==> src/rtl/kss_pkg.sv <==
// kss_pkg: shared constants and control/status structs for the rank selector.
// Used by kss_ctrl, kss_dp and kth_smallest_select_unit.
package kss_pkg;

  localparam int MAX_ELEMENTS_DEF = 64;
  localparam int VALUE_WIDTH_DEF  = 32;
  localparam int DATA_W           = 32;  // width of the value ports
  localparam int RANK_W           = 6;

  // controller -> datapath
  typedef struct packed {
    logic wr;        // input beat taken: store value, latch rank
    logic clr;       // start a new set
    logic j_clr;
    logic j_inc;
    logic cand_rd;   // read candidate at j
    logic cand_ld;   // capture candidate, clear tallies
    logic k_clr;
    logic scan_rd;   // read element at k, advance k
    logic res_ld;    // result = candidate, valid
    logic res_fail;  // result = 0, invalid
  } kss_cmd_t;

  // datapath -> controller
  typedef struct packed {
    logic fail;      // overflowed set or rank out of range
    logic last_k;    // scan read address is the final element
    logic hit;       // candidate sits at the wanted rank
  } kss_sts_t;

endpackage

==> src/rtl/kss_dp.sv <==
// kss_dp: element memory, candidate register, scan tallies and result register.
// Depends on kss_pkg; sequenced by kss_ctrl.
module kss_dp import kss_pkg::*; #(
  parameter int MAX_ELEMENTS = MAX_ELEMENTS_DEF,
  parameter int VALUE_WIDTH  = VALUE_WIDTH_DEF
) (
  input  logic              clk,
  input  logic              rst_n,
  input  kss_cmd_t          cmd,
  output kss_sts_t          sts,
  input  logic [DATA_W-1:0] in_value,
  input  logic [RANK_W-1:0] in_rank,
  output logic [DATA_W-1:0] out_selected,
  output logic              out_valid_res
);

  localparam int CW   = $clog2(MAX_ELEMENTS + 1);
  localparam int AW   = (MAX_ELEMENTS > 1) ? $clog2(MAX_ELEMENTS) : 1;
  localparam int CMPW = (CW > RANK_W) ? CW : RANK_W;

  logic [VALUE_WIDTH-1:0] mem [MAX_ELEMENTS];

  logic [CW-1:0]          count_r;
  logic                   ovf_r;
  logic [RANK_W-1:0]      rank_r;
  logic [AW-1:0]          j_r;
  logic [AW-1:0]          k_r;
  logic [VALUE_WIDTH-1:0] cand_r;
  logic [VALUE_WIDTH-1:0] rd_data_r;
  logic                   pend_r;
  logic [CW-1:0]          below_r;
  logic [CW-1:0]          upto_r;
  logic [VALUE_WIDTH-1:0] sel_r;
  logic                   ok_r;

  logic                          full;
  logic [AW-1:0]                 rd_addr;
  logic [VALUE_WIDTH+DATA_W-1:0] in_ext;
  logic [VALUE_WIDTH+DATA_W-1:0] out_ext;
  logic [VALUE_WIDTH-1:0]        wr_data;
  logic                          lt;
  logic                          le;
  logic [CMPW-1:0]               rank_x;
  logic [CMPW-1:0]               count_x;
  logic [CMPW-1:0]               below_x;
  logic [CMPW-1:0]               upto_x;
  logic [CW-1:0]                 k_x;

  // value port is zero-extended or truncated to the element width
  assign in_ext  = {{VALUE_WIDTH{1'b0}}, in_value};
  assign wr_data = in_ext[VALUE_WIDTH-1:0];
  assign out_ext = {{DATA_W{1'b0}}, sel_r};

  assign full    = (count_r == CW'(MAX_ELEMENTS));
  assign rd_addr = cmd.scan_rd ? k_r : j_r;

  assign lt = $signed(rd_data_r) <  $signed(cand_r);
  assign le = $signed(rd_data_r) <= $signed(cand_r);

  assign rank_x  = CMPW'(rank_r);
  assign count_x = CMPW'(count_r);
  assign below_x = CMPW'(below_r);
  assign upto_x  = CMPW'(upto_r);
  assign k_x     = CW'(k_r);

  assign sts.fail   = ovf_r || (rank_x >= count_x);
  assign sts.last_k = (k_x == count_r - CW'(1));
  assign sts.hit    = (below_x <= rank_x) && (rank_x < upto_x);

  assign out_selected  = out_ext[DATA_W-1:0];
  assign out_valid_res = ok_r;

  always_ff @(posedge clk) begin
    if (cmd.wr && !full) begin
      mem[count_r[AW-1:0]] <= wr_data;
    end
    if (cmd.cand_rd || cmd.scan_rd) begin
      rd_data_r <= mem[rd_addr];
    end
  end

  always_ff @(posedge clk) begin
    if (!rst_n) begin
      count_r <= '0;
      ovf_r   <= 1'b0;
      pend_r  <= 1'b0;
    end else begin
      pend_r <= cmd.scan_rd;
      if (cmd.clr) begin
        count_r <= '0;
        ovf_r   <= 1'b0;
      end else if (cmd.wr) begin
        if (full) begin
          ovf_r <= 1'b1;
        end else begin
          count_r <= count_r + CW'(1);
        end
      end
    end
  end

  always_ff @(posedge clk) begin
    if (cmd.wr) begin
      rank_r <= in_rank;
    end
    if (cmd.j_clr) begin
      j_r <= '0;
    end else if (cmd.j_inc) begin
      j_r <= j_r + AW'(1);
    end
    if (cmd.k_clr) begin
      k_r <= '0;
    end else if (cmd.scan_rd) begin
      k_r <= k_r + AW'(1);
    end
    if (cmd.cand_ld) begin
      cand_r  <= rd_data_r;
      below_r <= '0;
      upto_r  <= '0;
    end else if (pend_r) begin
      below_r <= below_r + CW'(lt);
      upto_r  <= upto_r + CW'(le);
    end
    if (cmd.res_ld) begin
      sel_r <= cand_r;
      ok_r  <= 1'b1;
    end else if (cmd.res_fail) begin
      sel_r <= '0;
      ok_r  <= 1'b0;
    end
  end

  // element count can never pass the capacity
  a_count_bound: assert property (@(posedge clk) disable iff (!rst_n)
    count_r <= CW'(MAX_ELEMENTS))
    else $error("element count beyond capacity");

  a_tally_order: assert property (@(posedge clk) disable iff (!rst_n)
    pend_r |-> below_r <= upto_r)
    else $error("below tally exceeds upto tally");

  a_hit_valid: assert property (@(posedge clk) disable iff (!rst_n)
    cmd.res_ld |=> ok_r)
    else $error("result loaded without valid flag");

endmodule

==> src/rtl/kss_ctrl.sv <==
// kss_ctrl: sequencer for load, candidate fetch, scan and result hand-off.
// Depends on kss_pkg; drives kss_dp through kss_cmd_t.
module kss_ctrl import kss_pkg::*; (
  input  logic     clk,
  input  logic     rst_n,
  input  logic     in_valid,
  input  logic     in_last,
  output logic     in_stall,
  output logic     out_valid,
  input  logic     out_stall,
  output kss_cmd_t cmd,
  input  kss_sts_t sts
);

  typedef enum logic [2:0] {
    S_LOAD,
    S_START,
    S_CAND_RD,
    S_CAND_LD,
    S_SCAN,
    S_DRAIN,
    S_CHECK,
    S_OUT
  } state_t;

  state_t state_r;
  state_t state_nxt;
  logic   in_acc;

  assign in_stall  = (state_r != S_LOAD);
  assign out_valid = (state_r == S_OUT);
  assign in_acc    = in_valid && !in_stall;

  always_comb begin
    cmd       = '0;
    state_nxt = state_r;
    unique case (state_r)
      S_LOAD: begin
        cmd.wr = in_acc;
        if (in_acc && in_last) begin
          state_nxt = S_START;
        end
      end
      S_START: begin
        if (sts.fail) begin
          cmd.res_fail = 1'b1;
          state_nxt    = S_OUT;
        end else begin
          cmd.j_clr = 1'b1;
          state_nxt = S_CAND_RD;
        end
      end
      S_CAND_RD: begin
        cmd.cand_rd = 1'b1;
        state_nxt   = S_CAND_LD;
      end
      S_CAND_LD: begin
        cmd.cand_ld = 1'b1;
        cmd.k_clr   = 1'b1;
        state_nxt   = S_SCAN;
      end
      S_SCAN: begin
        cmd.scan_rd = 1'b1;
        if (sts.last_k) begin
          state_nxt = S_DRAIN;
        end
      end
      S_DRAIN: begin
        // last read beat lands in the tallies
        state_nxt = S_CHECK;
      end
      S_CHECK: begin
        if (sts.hit) begin
          cmd.res_ld = 1'b1;
          state_nxt  = S_OUT;
        end else begin
          cmd.j_inc = 1'b1;
          state_nxt = S_CAND_RD;
        end
      end
      S_OUT: begin
        if (!out_stall) begin
          cmd.clr   = 1'b1;
          state_nxt = S_LOAD;
        end
      end
      default: state_nxt = S_LOAD;
    endcase
  end

  always_ff @(posedge clk) begin
    if (!rst_n) begin
      state_r <= S_LOAD;
    end else begin
      state_r <= state_nxt;
    end
  end

  a_no_load_in_sel: assert property (@(posedge clk) disable iff (!rst_n)
    out_valid |-> in_stall)
    else $error("input taken while a result is pending");

  a_last_starts: assert property (@(posedge clk) disable iff (!rst_n)
    (in_acc && in_last) |=> (state_r == S_START))
    else $error("last beat did not start selection");

  a_result_src: assert property (@(posedge clk) disable iff (!rst_n)
    $rose(out_valid) |-> ($past(state_r) == S_START || $past(state_r) == S_CHECK))
    else $error("result raised from unexpected state");

endmodule

==> src/rtl/kth_smallest_select_unit.sv <==
// Rank selector: beats load one per cycle while in_stall is low; after the last beat,
// each candidate j goes through fetch, capture, memory scan, drain and check, with
// one memory read port. Out-of-range rank or overflowed set: the start state skips
// the scan and raises out_valid with an invalid result. Input stalls until the
// result beat is taken. Synchronous active-low reset empties the set.
module kth_smallest_select_unit import kss_pkg::*; #(
  parameter int MAX_ELEMENTS = MAX_ELEMENTS_DEF,
  parameter int VALUE_WIDTH  = VALUE_WIDTH_DEF
) (
  input  logic              clk,
  input  logic              rst_n,
  input  logic              in_valid,
  output logic              in_stall,
  input  logic [DATA_W-1:0] in_value,
  input  logic [RANK_W-1:0] in_rank,
  input  logic              in_last,
  output logic              out_valid,
  input  logic              out_stall,
  output logic [DATA_W-1:0] out_selected,
  output logic              out_valid_res
);

  kss_cmd_t cmd;
  kss_sts_t sts;

  kss_ctrl u_ctrl (
    .clk       (clk),
    .rst_n     (rst_n),
    .in_valid  (in_valid),
    .in_last   (in_last),
    .in_stall  (in_stall),
    .out_valid (out_valid),
    .out_stall (out_stall),
    .cmd       (cmd),
    .sts       (sts)
  );

  kss_dp #(
    .MAX_ELEMENTS (MAX_ELEMENTS),
    .VALUE_WIDTH  (VALUE_WIDTH)
  ) u_dp (
    .clk           (clk),
    .rst_n         (rst_n),
    .cmd           (cmd),
    .sts           (sts),
    .in_value      (in_value),
    .in_rank       (in_rank),
    .out_selected  (out_selected),
    .out_valid_res (out_valid_res)
  );

endmodule

==> config.mk <==
export PLATFORM = sky130hd
export DESIGN_NAME = kth_smallest_select_unit
export DESIGN_NICKNAME = d
export VERILOG_FILES = /design/src/rtl/kss_pkg.sv /design/src/rtl/kss_dp.sv /design/src/rtl/kss_ctrl.sv /design/src/rtl/kth_smallest_select_unit.sv
export SDC_FILE = /design/constraint.sdc
export NUM_CORES = 2
export LEC_CHECK = 0
export BUFFER_PORTS_ARGS = -buffer_cell sky130_fd_sc_hd__buf_2
export CAP_MARGIN = 20
export CORE_MARGIN = 8
export CORE_UTILIZATION = 35
export DETAILED_ROUTE_END_ITERATION = 12
export GPL_ROUTABILITY_DRIVEN = 0
export GPL_TIMING_DRIVEN = 0
export HOLD_SLACK_MARGIN = 0.03
export PLACE_DENSITY = 0.52
export SETUP_SLACK_MARGIN = 0.2
export SYNTH_ARGS = -nofsm -noshare
export SYNTH_HDL_FRONTEND = slang
export SYNTH_SLANG_ARGS = --single-unit
==> constraint.sdc <==
create_clock -name clk -period 10.39 [get_ports clk]
set_clock_uncertainty 0.05 [all_clocks]
set_input_delay 1.5585 -clock clk [delete_from_list [all_inputs] [get_ports clk]]
set_output_delay 1.5585 -clock clk [all_outputs]
set_load 0.01 [all_outputs]
Word-level counts from Yosys, hierarchy flattened --
Memory sizes are Yosys's and may differ from the RTL's. A register that Yosys moved wholly into a read port is not among the register bits. Index checks and enable logic that the tools add are counted.
Word-level totals: bits in registers 109, memory bits (writable) 2048, bits of input ports 43, output and inout port bits 35, logic and storage cells 78, memories kept 1
Cells by class: $add $sub $neg 6, $lt $le $gt $ge 5, equal/unequal tests 12, muxes and demuxes 25, bitwise operators 2, reduce and logical (&&, ||, !) cells 15
Memory list:
- u_dp.mem | words 64, width 32, rd ports 1, clocked after Yosys merged registers in 1, wr ports 1, RTL line kss_dp.sv:21 | logic [VALUE_WIDTH-1:0] mem [MAX_ELEMENTS];
Operators with widths (count):
- $mux 32 | 2
- $le 32x32->1 | 1
- $lt 32x32->1 | 1
- $pmux 3 s8 | 1
- $mux 1 | 15
- $mux 3 | 5
- $add 7x1->7 | 2
- $add 6x1->6 const B | 2
- $eq 3x3->1 const B | 4
- $add 7x1->7 const B | 1
- $eq 6x7->1 | 1
- $eq 7x7->1 const B | 1
- $ge 6x7->1 | 1
- $le 7x6->1 | 1
- $lt 6x7->1 | 1
- $sub 7x1->7 const B | 1
- $eq 3x2->1 const B | 2
- $mux 6 | 1
- $logic_and 1x1->1 | 4
- $ne 2x2->1 const B | 2
- $reduce_and 2->1 | 2
- $eq 3x1->1 const B | 1
- $logic_not 3->1 | 1
- $reduce_and 3->1 | 1
- other kinds (8) | 11

Longest topological paths before layout --
depth after elaboration 7, mapped depth 15, mapped depth without buffers 14

By module --
Synthesis repeated with hierarchy kept, for this count alone.
Unflattened totals: cell total of the unflattened synthesis 6930, area total of the unflattened synthesis 91400.2 um^2
Modules (own cells, without submodules):
- kss_dp | instances 1, cells an instance 6886, area each 91048.6 um^2, sequential area each 65282.6 um^2
- kss_ctrl | instances 1, cells an instance 44, area each 351.6 um^2, sequential area each 60.1 um^2

Worst setup path before layout --
Ideal clock, no wire load.
path kind input to register, start point input in_valid, end point memory u_dp.mem[63][0] (netlist bit), enable pin, setup time 0.421 ns, data arrival time 3.834 ns, required time 9.919 ns, path slack 6.085 ns, cell stages on the path 6, path buffers 1, path through nand2_1 -> inv_1 -> and2_1 -> clkbuf_1 -> nand3_1 -> nor2_1
RTL lines:
- start: declaration | RTL line kth_smallest_select_unit.sv:12 | input logic in_valid,
- end: declaration | RTL line kss_dp.sv:21

Final worst setup path --
start point register u_ctrl.state_r[0], end point register u_dp.rd_data_r[30] (read register of u_dp.mem), data pin
Between the ends: longest elaborated chain between the ends 3, elaborated cells between the ends (all ways) 6, classes of those cells eq/ne (2); mux (3); reduce/logical (1)
Ends and longest elaborated chain:
- start: declaration | RTL line kss_ctrl.sv:26 | state_t state_r;
- start signal: assignment | RTL line kss_ctrl.sv:95 | state_r <= state_nxt;
- $eq 3x3->1 or $eq 3x2->1 (tied branches) | RTL line kss_ctrl.sv:37 | unique case (state_r)
- $mux 1 | RTL line kss_ctrl.sv:37
- $mux 6 or $logic_or 1x1->1 (tied branches) | RTL line kss_dp.sv:55, kss_dp.sv:77
- end: declaration | RTL line kss_dp.sv:29 | logic [VALUE_WIDTH-1:0] rd_data_r;
Several ways; a longest one is shown, not always the timed one. A chain may end at the register's enable or synchronous reset.

==> impl.org <==
** Run status
- The run finished with clean final reports.

** GRT
- The first global-routing pass estimated between 400 and 500 mm of wire.
- Combined global-route utilization of all metal layers :: a little over a fifth
- The number of antenna violations at the first check in global routing is 16.
- Via count of the first global-routing pass :: 49300
- Overflow left after global routing :: 0
- Entering global routing, the biggest net connects 65 pins.

** Synthesis
- In the synthesized netlist, the number of instances is 4924.
- Among all flip-flop cells after synthesis, the most frequent one is sky130_fd_sc_hd__edfxtp_1.
- Yosys warns :: 0
- The synthesized netlist occupies a cell area of 87900 um^2.
- Library cell with the largest summed area after synthesis :: sky130_fd_sc_hd__edfxtp_1
- Sorting the synthesized cells by area gives the leading types as sky130_fd_sc_hd__edfxtp_1 (73%), sky130_fd_sc_hd__mux4_2 (6.6%), sky130_fd_sc_hd__mux2i_1 (5.2%), sky130_fd_sc_hd__a211oi_1 (1.7%), sky130_fd_sc_hd__and3_1 (1.4%).
- Synthesis instantiated 64 different standard cells from the library.
- The number of nets handed over by synthesis was 5028.
- After synthesis, flip-flops and latches occupy 74.4% of the total area.
- Counting flops with a built-in enable in the synthesized netlist gives 2150.
- In the synthesized netlist the async set-or-reset flop fraction comes to 0%.
- Average size of a mapped cell :: 17.8 um^2
- In this run the biggest area consumer among cell types represents 73.5% of the synthesized area.
- Counting flops and latches in the post-synthesis netlist gives 2189.

** Hold path
- Worst min-delay path startpoint :: u_dp.rd_data_r[23]
- The min-delay analysis places its worst path in the category reg2reg.

** Floorplan
- Starting density of the core :: between 30% and 40%
- In this run the vertical extent of the chip is 517 um.
- The floorplan step defined a die boundary enclosing 267000 um^2.
- Standard-cell rows :: 184
- Ports :: 78
- Chip width :: around 520 um
- The total area inside the core boundary comes to between 200000 and 300000 um^2.

** Clocking
- The root buffer cell chosen for the clock tree is sky130_fd_sc_hd__clkbuf_16.
- Number of buffers created by CTS :: 224
- Clock-pin slew was measured on the worst setup and hold paths at 0.07 ns.
- Once the clock tree was built, the setup fixing pass inserted 0 buffers.
- Post-cts sizing count :: 0
- Clock tree buffer depth :: 3
- TritonCTS clock tree :: done
- After clock tree synthesis, the flow added hold-fix buffers numbering 0.
- CTS built an H-tree with a depth of 4.
- The tree built by TritonCTS fans out to 2189 sinks.
- Clock latency on the worst-skew pair :: 0.89 ns

** Setup path
- Slowest cell delay on critical path :: 1.06 ns
- Critical path buffer and inverter count :: 5
- CP cell instances :: inv_1 -> ha_1 -> buf_2 -> nand2_1 -> buf_2 -> buf_2 -> buf_1 -> nor2_1 -> o32ai_1 -> nor4_1 -> a2111oi_1 -> nand4_1
- Critical Path RT :: roughly 11 ns
- Tracing the worst setup path back leads to its startpoint at u_ctrl.state_r[0].
- Maximum fanout encountered on the critical timing path :: 10
- Most frequent cell on the critical path :: sky130_fd_sc_hd__buf_2
- STA classifies the critical path endpoint as a flop.
- Data on the critical path arrives at its endpoint at 5.85 ns.
- On the critical path, the stage with the largest delay is an instance of sky130_fd_sc_hd__a2111oi_1.
- WS Path Type :: reg2reg
- Grouping stages by cell kind, the critical path spends the most delay in compound AO/OA/AOI/OAI gates.
- Beginning of the worst register-to-register path :: u_ctrl.state_r[0]
- STA classifies the critical path startpoint as a flop.

** Routing
- Across all layers, the routed design uses 51000 vias.
- The count of nets left with antenna violations once routing finished came out at 0.
- For this block, the routed nets add up to approximately 300 mm of wire.
- The first routing iteration left 6990 violations.
- Post-route DRC violation count :: 0
- Initial DRT Pass Iterations :: 6
- Average routed wire per standard cell :: 33.5 um
- After detailed routing, the number of vias per cell comes to 5.69.

** STA
- Final count of hold timing violations :: 0
- The tightest hold path in the finished design has a slack of between 0.4 and 0.5 ns.
- Based on the critical path, the design can be clocked at up to 184 MHz.
- Setup repair after global routing left no endpoint under its margin.
- Fin crit period :: 5.44 ns
- Pin slew with the least headroom to its limit :: ~1.2 ns
- Setup violations remaining at the end of the flow were counted as 0.
- Final TNS setup :: 0 ns
- Dividing the final minimum period by the clock period gives 52.4%.
- In this run the tightest slew margin relative to its limit is 16.5%.
- Total count of max-transition violations in the final report :: 0

** Finish
- Sequential cell area :: 65300 um^2
- Fill cells in the final layout number 22500.
- Total Nets Final :: 5518
- Summing all multi-input logic gate instances after layout gives 21600 um^2.
- From synthesis to final layout, the design area changed by 17.7%.
- Fraction of final layout cells sized beyond drive strength 1 :: 19.1%

** Placement
- After legalization and detailed placement, the total HPWL measured 205 mm.
- Buffers placed on the I/O ports in this run total 77.

** Power and ir drop
- Peak supply drop :: 0.000163 V
- The analysis attributes to cell leakage a power of 34.1 nW.
- For this design the ratio of total power to cell area is 213 nW/um^2.

** Job
- Max-cap violations :: 0
## layout by cell type (no fill, tap or decap), types with 65 or more instances in the layout
master                      count
sky130_fd_sc_hd__a211oi_1     194
sky130_fd_sc_hd__a21oi_1       97
sky130_fd_sc_hd__a22o_1        65
sky130_fd_sc_hd__and3_1       196
sky130_fd_sc_hd__buf_12        71
sky130_fd_sc_hd__buf_2        177
sky130_fd_sc_hd__clkbuf_1     239
sky130_fd_sc_hd__clkbuf_16    224
sky130_fd_sc_hd__edfxtp_1    2150
sky130_fd_sc_hd__mux2i_1      459
sky130_fd_sc_hd__mux4_2       256
sky130_fd_sc_hd__nand2_1      109
sky130_fd_sc_hd__nor2_1       239
sky130_fd_sc_hd__nor2_4        65
## path summary, 6_finish.rpt
path                                            to  cells after the start  slack [ns]
worst max-delay path            u_dp.rd_data_r[30]                     12        4.95
worst min-delay path               u_dp.cand_r[23]                      0        0.41
worst max register to register  u_dp.rd_data_r[30]                     12        4.95
worst min register to register     u_dp.cand_r[23]                      0        0.41
## report_power, final
group          total (mW)  internal (mW)  switching (mW)
registers            10.1           9.98          0.0999
logic                4.06           1.41            2.65
clock network        7.90           4.41            3.50
## cell type report
type / instances / share of cell area [%]
buffer: 321 / 1.40
tap: 3348 / 4.05
multi-input combinational: 2353 / 20.9
timing repair buffer: 264 / 3.33
clock inverter: 141 / 1.24
clock buffer: 277 / 5.66
inverter: 61 / 0.221
sequential: 2189 / 63.2
antenna: 8 / 0.0194
## metrics by stage
step	total power [mW]	instances	worst slack, ns	instance area (um^2)	util (%)
5_1_grt	22.6	8956	4.93	103000	41.3
2_1_floorplan	12.4	4924	6.08	87900	-
3_5_place_dp	14.3	8532	4.94	96200	38.4
6_report	22.0	8962	4.95	103000	41.3
4_1_cts	22.1	8950	5.00	103000	41.3
3_3_place_gp	14.0	8349	2.71	92400	36.9
## per-layer routing
metal / share of wire [%] / up-vias / global-route usage [%]
met5: 0.034 / - / 0.374
met4: 4.7 / 2 / 8.96
met1: 42 / 27000 / 30.4
met3: 8.3 / 460 / 4.05
met2: 45 / 2430 / 33.9
li1: - / 21100 / -
## synthesized netlist by cell type (54+ instances only)
| master | number |
|---|---|
| sky130_fd_sc_hd__ha_1 | 61 |
| sky130_fd_sc_hd__and3_1 | 196 |
| sky130_fd_sc_hd__a2111oi_0 | 64 |
| sky130_fd_sc_hd__mux4_2 | 256 |
| sky130_fd_sc_hd__nor2_1 | 303 |
| sky130_fd_sc_hd__mux2i_1 | 459 |
| sky130_fd_sc_hd__o32ai_1 | 64 |
| sky130_fd_sc_hd__a21oi_1 | 97 |
| sky130_fd_sc_hd__buf_2 | 89 |
| sky130_fd_sc_hd__a211oi_1 | 194 |
| sky130_fd_sc_hd__a22o_1 | 65 |
| sky130_fd_sc_hd__nand2_1 | 110 |
| sky130_fd_sc_hd__clkbuf_1 | 192 |
| sky130_fd_sc_hd__inv_1 | 61 |
| sky130_fd_sc_hd__edfxtp_1 | 2150 |
| sky130_fd_sc_hd__nor4_1 | 64 |
| sky130_fd_sc_hd__and2_1 | 54 |
## logic make-up (layout without fill, tap and decap cells)
kind of cell    after synthesis  in the layout  share of synthesized area (%)
flops                      2189           2189                           74.4
simple gates                887            887                           5.11
mux                         717            717                           11.8
compound gates              664            664                           5.69
buf+inv                     382           1064                           1.91
fa+ha+maj                    61             61                          0.869
xor+xnor                     24             24                          0.239
other cells                   0              8                              0
## worst reg2reg max path, cell delays in order (launching register included)
cell	delay, ns
sky130_fd_sc_hd__dfxtp_1	0.37
sky130_fd_sc_hd__inv_1	0.09
sky130_fd_sc_hd__ha_1	0.20
sky130_fd_sc_hd__buf_2	0.19
sky130_fd_sc_hd__nand2_1	0.11
sky130_fd_sc_hd__buf_2	0.34
sky130_fd_sc_hd__buf_2	0.39
sky130_fd_sc_hd__buf_1	0.70
sky130_fd_sc_hd__nor2_1	0.15
sky130_fd_sc_hd__o32ai_1	0.65
sky130_fd_sc_hd__nor4_1	0.19
sky130_fd_sc_hd__a2111oi_1	1.06
sky130_fd_sc_hd__nand4_1	0.52
## registers in the layout, summed over array words and instances, names as in the netlist, 6 cells and up
name / cells
u_dp.rd_data_r: 32
u_dp.upto_r: 7
u_dp.below_r: 7
u_dp.mem: 2048
u_dp.j_r: 6
u_dp.count_r: 7
u_dp.k_r: 6
u_dp.cand_r: 32
u_dp.out_selected: 32
u_dp.rank_r: 6
(Power assumes the default switching activity.)
